$ cat src/rtl/vpd_pkg.sv
// ----------------------------------------------------------------------------
// vpd_pkg
// types, widths and codes of the velocity-form pid controller
// ----------------------------------------------------------------------------
package vpd_pkg;

  localparam int FRAC_BITS = 16;
  localparam int VAL_W     = 16;
  localparam int DB_W      = 15;
  localparam int COEF_W    = 24;
  localparam int MODE_W    = 2;
  localparam int ERR_W     = VAL_W + 1;
  localparam int ACC_W     = VAL_W + FRAC_BITS;
  localparam int PROD_W    = COEF_W + ERR_W;
  localparam int SUM_W     = ((PROD_W > ACC_W) ? PROD_W : ACC_W) + 2;

  localparam int MODE_AUTO_BIT = 0;
  localparam int MODE_INV_BIT  = 1;

  typedef enum logic [1:0] {
    OP_SAMPLE = 2'd0,
    OP_MANUAL = 2'd1,
    OP_CLEAR  = 2'd2
  } opcode_t;

  typedef enum logic [2:0] {
    REG_SETPOINT  = 3'd0,
    REG_DEADBAND  = 3'd1,
    REG_UPPER     = 3'd2,
    REG_LOWER     = 3'd3,
    REG_COEF_CUR  = 3'd4,
    REG_COEF_PREV = 3'd5,
    REG_COEF_OLD  = 3'd6,
    REG_MODE      = 3'd7
  } reg_idx_t;

  typedef struct packed {
    logic signed [VAL_W-1:0]  setpoint;
    logic        [DB_W-1:0]   deadband;
    logic signed [VAL_W-1:0]  upper_limit;
    logic signed [VAL_W-1:0]  lower_limit;
    logic signed [COEF_W-1:0] coef_current;
    logic signed [COEF_W-1:0] coef_previous;
    logic signed [COEF_W-1:0] coef_older;
    logic        [MODE_W-1:0] mode_bits;
  } cfg_t;

  typedef struct packed {
    logic signed [ACC_W-1:0] accum;
    logic signed [ERR_W-1:0] err_now;
    logic signed [ERR_W-1:0] err_prev;
    logic signed [ERR_W-1:0] err_older;
  } pid_state_t;

endpackage

$ cat src/rtl/vpd_datapath.sv
// ----------------------------------------------------------------------------
// vpd_datapath
// one-pass update of the pid state for a single item
// ----------------------------------------------------------------------------
module vpd_datapath (
  input  vpd_pkg::cfg_t                   cfg,
  input  vpd_pkg::pid_state_t             state,
  input  logic [1:0]                      opcode,
  input  logic signed [vpd_pkg::VAL_W-1:0] sample_value,
  output vpd_pkg::pid_state_t             state_nxt,
  output logic                            updated
);
  import vpd_pkg::*;

  logic                     is_auto;
  logic                     inverse;
  logic signed [ERR_W-1:0]  err;
  logic        [ERR_W-1:0]  mag;
  logic                     outside_db;
  logic signed [PROD_W-1:0] prod_cur;
  logic signed [PROD_W-1:0] prod_prev;
  logic signed [PROD_W-1:0] prod_old;
  logic signed [SUM_W-1:0]  pid_sum;
  logic signed [SUM_W-1:0]  manual_val;
  logic signed [SUM_W-1:0]  lim_lo;
  logic signed [SUM_W-1:0]  lim_hi;
  logic signed [SUM_W-1:0]  cand;
  logic signed [SUM_W-1:0]  clamped;
  logic                     do_pid;
  logic                     do_manual;

  assign is_auto = cfg.mode_bits[MODE_AUTO_BIT];
  assign inverse = cfg.mode_bits[MODE_INV_BIT];

  always_comb begin
    if (inverse) begin
      err = ERR_W'(sample_value) - ERR_W'(cfg.setpoint);
    end else begin
      err = ERR_W'(cfg.setpoint) - ERR_W'(sample_value);
    end
    mag = err[ERR_W-1] ? ERR_W'(-err) : ERR_W'(err);
  end

  assign outside_db = (mag >= {{(ERR_W-DB_W){1'b0}}, cfg.deadband});
  assign do_pid     = (opcode_t'(opcode) == OP_SAMPLE) && is_auto && outside_db;
  assign do_manual  = (opcode_t'(opcode) == OP_MANUAL) && !is_auto;

  // newest error goes to the current gain, history moves one slot
  assign prod_cur  = cfg.coef_current  * err;
  assign prod_prev = cfg.coef_previous * state.err_now;
  assign prod_old  = cfg.coef_older    * state.err_prev;

  assign pid_sum = SUM_W'(state.accum) + SUM_W'(prod_cur) + SUM_W'(prod_prev)
                 + SUM_W'(prod_old);

  assign manual_val = SUM_W'(sample_value) <<< FRAC_BITS;
  assign lim_lo     = SUM_W'(cfg.lower_limit) <<< FRAC_BITS;
  assign lim_hi     = SUM_W'(cfg.upper_limit) <<< FRAC_BITS;

  assign cand = do_pid ? pid_sum : manual_val;

  // lower bound is tested first; with crossed limits a value below lower goes to lower, anything else to upper
  always_comb begin
    if (cand < lim_lo) begin
      clamped = lim_lo;
    end else if (cand > lim_hi) begin
      clamped = lim_hi;
    end else begin
      clamped = cand;
    end
  end

  always_comb begin
    state_nxt = state;
    updated   = 1'b0;
    case (opcode_t'(opcode))
      OP_SAMPLE: begin
        if (do_pid) begin
          state_nxt.accum     = clamped[ACC_W-1:0];
          state_nxt.err_now   = err;
          state_nxt.err_prev  = state.err_now;
          state_nxt.err_older = state.err_prev;
          updated             = 1'b1;
        end
      end
      OP_MANUAL: begin
        if (do_manual) begin
          state_nxt.accum = clamped[ACC_W-1:0];
        end
      end
      OP_CLEAR: begin
        state_nxt = '0;
      end
      default: begin
        state_nxt = state;
      end
    endcase
  end

endmodule

$ cat src/rtl/velocity_pid_deadband_top.sv
// an accepted input beat passes the input register and then the result register to become its result beat
// throughput: one item per cycle while the result side does not stall; the accumulator update and clamp
//   are combinational between the input register and the result register
// reset (rst_n low, synchronous): output accumulator and error history cleared,
//   registers back to their reset values, both pipeline slots emptied
// ----------------------------------------------------------------------------
// velocity_pid_deadband_top
// incremental pid controller with deadband and output clamp, apb configured
// ----------------------------------------------------------------------------
module velocity_pid_deadband_top (
  input  logic        clk,
  input  logic        rst_n,
  // apb configuration port
  input  logic        cfg_psel,
  input  logic        cfg_penable,
  input  logic        cfg_pwrite,
  input  logic [4:0]  cfg_paddr,
  input  logic [31:0] cfg_pwdata,
  output logic [31:0] cfg_prdata,
  output logic        cfg_pready,
  // input stream
  input  logic        in_tvalid,
  output logic        in_tready,
  input  logic [15:0] in_tdata,   // [15:0] sample_value
  input  logic [1:0]  in_tuser,   // [1:0] opcode
  // result stream
  output logic        out_tvalid,
  input  logic        out_tready,
  output logic [15:0] out_tdata,  // [15:0] drive_output
  output logic        out_tuser   // [0] pid_updated
);
  import vpd_pkg::*;

  cfg_t                    cfg_r;
  pid_state_t              state_r;
  pid_state_t              state_nxt;
  logic                    updated;

  logic                    s1_valid_r;
  logic [1:0]              s1_op_r;
  logic signed [VAL_W-1:0] s1_val_r;
  logic                    s1_move;

  logic                    out_valid_r;
  logic [15:0]             out_data_r;
  logic                    out_upd_r;
  logic                    cfg_wr;

  // ---------------- configuration ----------------
  assign cfg_pready = 1'b1;
  assign cfg_wr     = cfg_psel && cfg_penable && cfg_pwrite && cfg_pready;

  always_ff @(posedge clk) begin
    if (!rst_n) begin
      cfg_r.setpoint      <= '0;
      cfg_r.deadband      <= '0;
      cfg_r.upper_limit   <= 16'sh7fff;
      cfg_r.lower_limit   <= 16'sh8000;
      cfg_r.coef_current  <= '0;
      cfg_r.coef_previous <= '0;
      cfg_r.coef_older    <= '0;
      cfg_r.mode_bits     <= '0;
    end else if (cfg_wr) begin
      case (reg_idx_t'(cfg_paddr[4:2]))
        REG_SETPOINT:  cfg_r.setpoint      <= cfg_pwdata[VAL_W-1:0];
        REG_DEADBAND:  cfg_r.deadband      <= cfg_pwdata[DB_W-1:0];
        REG_UPPER:     cfg_r.upper_limit   <= cfg_pwdata[VAL_W-1:0];
        REG_LOWER:     cfg_r.lower_limit   <= cfg_pwdata[VAL_W-1:0];
        REG_COEF_CUR:  cfg_r.coef_current  <= cfg_pwdata[COEF_W-1:0];
        REG_COEF_PREV: cfg_r.coef_previous <= cfg_pwdata[COEF_W-1:0];
        REG_COEF_OLD:  cfg_r.coef_older    <= cfg_pwdata[COEF_W-1:0];
        REG_MODE:      cfg_r.mode_bits     <= cfg_pwdata[MODE_W-1:0];
        default: begin
        end
      endcase
    end
  end

  always_comb begin
    case (reg_idx_t'(cfg_paddr[4:2]))
      REG_SETPOINT:  cfg_prdata = 32'(cfg_r.setpoint);
      REG_DEADBAND:  cfg_prdata = 32'(cfg_r.deadband);
      REG_UPPER:     cfg_prdata = 32'(cfg_r.upper_limit);
      REG_LOWER:     cfg_prdata = 32'(cfg_r.lower_limit);
      REG_COEF_CUR:  cfg_prdata = 32'(cfg_r.coef_current);
      REG_COEF_PREV: cfg_prdata = 32'(cfg_r.coef_previous);
      REG_COEF_OLD:  cfg_prdata = 32'(cfg_r.coef_older);
      REG_MODE:      cfg_prdata = 32'(cfg_r.mode_bits);
      default:       cfg_prdata = '0;
    endcase
  end

  // ---------------- pipeline control ----------------
  // slot 1 drains whenever the result register is free or being taken
  assign s1_move   = s1_valid_r && (!out_valid_r || out_tready);
  assign in_tready = !s1_valid_r || s1_move;

  always_ff @(posedge clk) begin
    if (!rst_n) begin
      s1_valid_r <= 1'b0;
    end else if (in_tready) begin
      s1_valid_r <= in_tvalid;
    end
  end

  always_ff @(posedge clk) begin
    if (in_tready && in_tvalid) begin
      s1_op_r  <= in_tuser;
      s1_val_r <= in_tdata;
    end
  end

  vpd_datapath u_dp (
    .cfg          (cfg_r),
    .state        (state_r),
    .opcode       (s1_op_r),
    .sample_value (s1_val_r),
    .state_nxt    (state_nxt),
    .updated      (updated)
  );

  always_ff @(posedge clk) begin
    if (!rst_n) begin
      state_r <= '0;
    end else if (s1_move) begin
      state_r <= state_nxt;
    end
  end

  always_ff @(posedge clk) begin
    if (!rst_n) begin
      out_valid_r <= 1'b0;
    end else if (s1_move) begin
      out_valid_r <= 1'b1;
    end else if (out_tready) begin
      out_valid_r <= 1'b0;
    end
  end

  // integer part by arithmetic drop of the fraction bits
  always_ff @(posedge clk) begin
    if (s1_move) begin
      out_data_r <= state_nxt.accum[ACC_W-1:FRAC_BITS];
      out_upd_r  <= updated;
    end
  end

  assign out_tvalid = out_valid_r;
  assign out_tdata  = out_data_r;
  assign out_tuser  = out_upd_r;

endmodule

$ cat config.mk
export PLATFORM = sky130hd
export DESIGN_NAME = velocity_pid_deadband_top
export DESIGN_NICKNAME = d
export VERILOG_FILES = /design/src/rtl/vpd_pkg.sv /design/src/rtl/vpd_datapath.sv /design/src/rtl/velocity_pid_deadband_top.sv
export SDC_FILE = /design/constraint.sdc
export NUM_CORES = 2
export LEC_CHECK = 0
export BUFFER_PORTS_ARGS = -buffer_cell sky130_fd_sc_hd__buf_2
export CORE_MARGIN = 2
export CORE_UTILIZATION = 45
export CTS_CLUSTER_DIAMETER = 100
export DETAILED_ROUTE_END_ITERATION = 12
export PLACE_DENSITY = 0.59
export SYNTH_ARGS = -nofsm -noshare
export SYNTH_HDL_FRONTEND = slang
export SYNTH_HIERARCHICAL = 1
export SYNTH_SLANG_ARGS = --single-unit
$ cat constraint.sdc
create_clock -name clk -period 13.62 [get_ports clk]
set_input_delay 2.724 -clock clk [delete_from_list [all_inputs] [get_ports clk]]
set_output_delay 2.724 -clock clk [all_outputs]
set_load 0.005 [all_outputs]
# After elaboration in Yosys (flattened, before gate mapping)
# Index checks and enable logic that the tools add are counted.
[totals]
ram_bits = 0
latchBits = 0
reg_bits = 240
n_memories = 0
output_inout_bits = 52
romBits = 0
word_cells = 81
[op_classes]
n_mux = 13
shifts = 0
n_mul = 3
bitwise = 0
n_div = 0
reduce_logical = 27
eq_ne = 11
magnitude_cmp = 3
addsub = 6
[ops]
columns = ["operator", "count"]
rows = [
  ["case mux 32 bit (8 select lines)", 1],
  ["multiplier 24 x 17 -> 41 bit", 3],
  ["case mux 51 bit (2 select lines)", 1],
  ["two-way mux 32 bit", 3],
  ["case mux 32 bit (3 select lines)", 1],
  ["two-way mux 83 bit", 1],
  ["adder 42 x 41 -> 43 bit", 1],
  ["adder 43 x 41 -> 43 bit", 1],
  ["> comparator 43 x 32 -> 1 bit", 1],
  ["< comparator 43 x 32 -> 1 bit", 1],
  ["two-way mux 43 bit", 1],
  ["adder 32 x 41 -> 42 bit", 1],
  ["two-way mux 17 bit", 2],
  ["subtractor 16 x 16 -> 17 bit", 2],
  [">= comparator 17 x 15 -> 1 bit", 1],
  ["negation 17 bit", 1],
  ["AND reduction 2 bit", 8],
  ["== test 3 bit, second input constant", 4],
  ["logical AND 1 bit", 7],
  ["== test 3 x 2 -> 1 bit, second input constant", 2],
  ["!= test 2 x 1 -> 1 bit, second input constant", 2],
  ["AND reduction 4 bit", 1],
  ["nonzero test 2 bit", 2],
  ["== test 3 x 1 -> 1 bit, second input constant", 1],
  ["9 further kinds", 14],
]

# Depth between registers and ports, before layout
[logic_depth]
word_depth = 12
ltp_mapped = 56
depth_no_buf = 52

# Hierarchy
# Netlist, hierarchy kept.
[modules_own_cells]
columns = ["module", "seq_area_each_um2", "area_each_um2", "n_inst", "cells_each"]
rows = [
  ["vpd_datapath", 0.0, 50180.6, 1, 5471],
  ["velocity_pid_deadband_top", 5495.3, 10480.1, 1, 1198],
]

# Worst setup path after synthesis
# OpenSTA, ideal clock, no wires.
[synth_path]
path_kind = "flip-flop to flip-flop"
from = "register s1_val_r[0]"
to = "register out_data_r[1] (netlist: out_tdata[1]), data pin"
period_less_slack_ns = 12.673
path_stages_with_launch = 50
required_ns = 13.346
slack_ns = 0.947
setup_time_ns = 0.274
arrival_time_ns = 12.398
path_cell_list = "edfxtp_1 inv_1 ha_1 inv_1 fa_1 a211oi_1 o21ai_1 o211a_1 o21a_1 o21ai_0 and2_1 clkbuf_1 clkbuf_1 nand2_1 fa_1 inv_1 fa_1 fa_1 [... 14 more ...] o21ai_1 a2111o_1 a31oi_1 xnor2_1 a21oi_1 ha_1 nand4_1 nor3_1 nand4_1 or2_2 a211o_1 a21boi_0 nor2_1 o22ai_2 buf_2 mux2_2 mux2i_1 o21ai_1"
[synth_lines]
columns = ["element", "line", "source"]
rows = [
  ["from (decl)", "velocity_pid_deadband_top.sv:41", "logic signed [VAL_W-1:0] s1_val_r;"],
  ["from (signal assigned)", "velocity_pid_deadband_top.sv:109", "s1_val_r <= in_tdata;"],
  ["to (signal assigned)", "velocity_pid_deadband_top.sv:143", "out_data_r <= state_nxt.accum[ACC_W-1:FRAC_BITS];"],
  ["to (decl)", "velocity_pid_deadband_top.sv:45", "logic [15:0] out_data_r;"],
]

==> results_dict.tcl <==
set metrics [dict create \
    status "finished clean" \
    worst_path_max_delay_cell "fa_2" \
    vias 45500 \
    grt_antenna_before_repair 10 \
    remaining_drc_errors 0 \
    clk_transition_reported_paths_ps 60 \
    grt_setup_unrepaired "true" \
    drive_gt1_share_pct 11.1 \
    worst_slew_pin_slew_ps 1400 \
    portBuffers 102 \
    cts_root_buffer "clkbuf_16" \
    grt_pass1_wl_mm 300 \
    track_usage_pct 29.4 \
    synthesis.nets 8429 \
    first_pass_iters 8 \
    floorplan.initialDensity_pct 45.5 \
    core-area_sq_um 132000 \
    startpoint "s1_val_r[0]" \
    fin_crit_sh_pct 98.8 \
    max-cap-violations 0 \
    path_common_cell "fa_1" \
    drt.antenna.violating_nets 0 \
    design_area_sq_um 66200 \
    worstPathMaxFanout 6 \
    endpoint_kind "flop" \
    post_synth.cell_area_avg_sq_um 9.10 \
    worst_slew_margin_rel_pct 6.39 \
    first_global_vias 48500 \
    path_class "reg -> reg" \
    netlist_area_sq_um 59900 \
    ff2ff_path_depth 56 \
    timing.final.max_slew_violations 0 \
    place_area_sq_um 64300 \
    maxClockFrequency_ghz 0.0743 \
    skew_ps 21.8 \
    detailedPlacementHpwl_mm 166 \
    drt-initial-drc-count 3715 \
    critPathCapture "out_tdata[4]" \
    cts_max_path_buffers 3 \
    final.min_clock_period_ps 13450 \
    final-setup-viol-count 0 \
    final_cells 8557 \
    die_h_um 369 \
    cts_inserted_buffers 31 \
    layout.nets 8621 \
    cell_count_after_synthesis 6581 \
    drt-vias-per-instance 5.32 \
    clock_tree_from_tritoncts "yes" \
    clock_sinks 240 \
    r2r-end "out_tdata[4]" \
    die-area_sq_um 136000 \
    worst-endpoint-arrival_ps 13760 \
    route.final.wire_length_mm 195 \
    grt_max_degree 135 \
    dpl_cells 8474 \
    area.growth.synth_to_final_pct 10.6 \
    yosysWarningCount 6 \
    power.density_nw_per_um2 37.5 \
    count_of_boundary_i_o_pins 114 \
    vdd_ir_drop_max_uv 103 \
    clock_tree.htree_level_count 1 \
    cpPeakStageDelay_ps 650 \
    hold_violations 0 \
    tns_ps 0 \
    timing.critical_path.from_type "flop" \
    gr-total-overflow 0 \
    min_path_type "reg -> reg" \
    cellLeakagePower_nw 31.9 \
    cts_hold_buf 0 \
    rows 133 \
    crit-reg2reg-launch "s1_val_r[0]" \
    globalplace.congestion 0.950 \
    avgRoutedWirePerCell_um 22.8 \
    crit_required_ps 13930 \
    timing.reg2reg.setup_slack_ps 170 \
    clock_latency_ps 640 \
    die_x_um 369 \
]
[cell type report]
class                           instances  area, sq um
Sequential cell                       240         5160
Timing Repair Buffer                  510         3830
Antenna cell                            4         10.0
Inverter                             1462         5490
Clock inverter                         18          220
Tap cell                             1755         2200
Multi-Input combinational cell       4528        48400
Fill cell                           12500        65600
Clock buffer                           40          922
[repair_timing]
| item | 4_1_cts | 5_1_grt |
|---|---|---|
| hold endpoints to repair | 0 | 0 |
| endpoints found under the setup margin | 47 | 47 |
| setup buffers | 6 | 16 |
| gates cloned | 0 | 1 |
| resized for setup | 35 | 139 |
| pin swaps | 7 | 69 |
[registers in the layout (all words and copies together) (netlist names)]
| signal | flops |
|---|---|
| cfg_r | 137 |
| s1_val_r | 16 |
| s1_valid_r | 1 |
| s1_op_r | 2 |
| out_tvalid | 1 |
| state_r | 66 |
| out_tdata | 16 |
| out_tuser | 1 |
[how the worst min path moves through the flow]
stage               depth (start not counted)     endpoint  slack [ps]        start
floorplan                                   2  state_r[19]         430  state_r[19]
global placement                            2   cfg_r[116]         460   cfg_r[116]
detailed placement                          2   cfg_r[106]         470   cfg_r[106]
CTS                                         2   cfg_r[114]         480   cfg_r[114]
global route                                2  state_r[51]         500  state_r[51]
finish                                      2   cfg_r[114]         470   cfg_r[114]
[through the flow]
step	hold slack [ps]	setup WS, ps	util [%]	total power [mW]
6_report	474	168	50.3	2.49
2_1_floorplan	434	952	-	1.15
3_5_place_dp	468	-551	48.8	1.50
3_3_place_gp	458	-575	48.8	1.50
4_1_cts	477	5.26	49.8	2.46
5_1_grt	498	-225	50.2	2.58
[per-layer routing]
metal	part of all wire, %	vias to the layer above	track usage, %
li1	-	19900	-
met1	43	23700	41.9
met5	0.016	-	0
met3	9.1	253	5.13
met2	45	1710	45.9
met4	3.5	4	8.49
[where the power goes]
| part | internal, mW | total, mW | leakage, nW | switching (mW) |
|---|---|---|---|---|
| registers | 0.730 | 0.747 | 1.99 | 0.0172 |
| logic | 0.312 | 0.798 | 29.4 | 0.486 |
| clock network | 0.542 | 0.942 | 0.559 | 0.400 |
| total | 1.58 | 2.49 | 31.9 | 0.903 |
[worst max-delay path: cells and delay by family (launching register included)]
| kind | cells | cell delay, ps |
|---|---|---|
| mux | 2 | 460 |
| compound gates | 19 | 3340 |
| fa+ha+maj | 13 | 5870 |
| buf+inv | 14 | 1580 |
| simple gates | 8 | 1400 |
| flops | 1 | 410 |
[cell usage in the layout, fill, tap and decap left out, types with 44 or more instances in the layout]
| master | n |
|---|---|
| a22o_1 | 50 |
| xnor2_1 | 44 |
| a21boi_0 | 124 |
| a21oi_1 | 80 |
| dfxtp_1 | 204 |
| ha_1 | 348 |
| o21ai_0 | 71 |
| buf_4 | 379 |
| nand2b_1 | 60 |
| nand2_1 | 1308 |
| mux2i_1 | 45 |
| and2_1 | 295 |
| a21boi_1 | 64 |
| nor2_1 | 114 |
| buf_2 | 101 |
| fa_1 | 1414 |
| inv_1 | 1453 |
(Power assumes the default switching activity.)
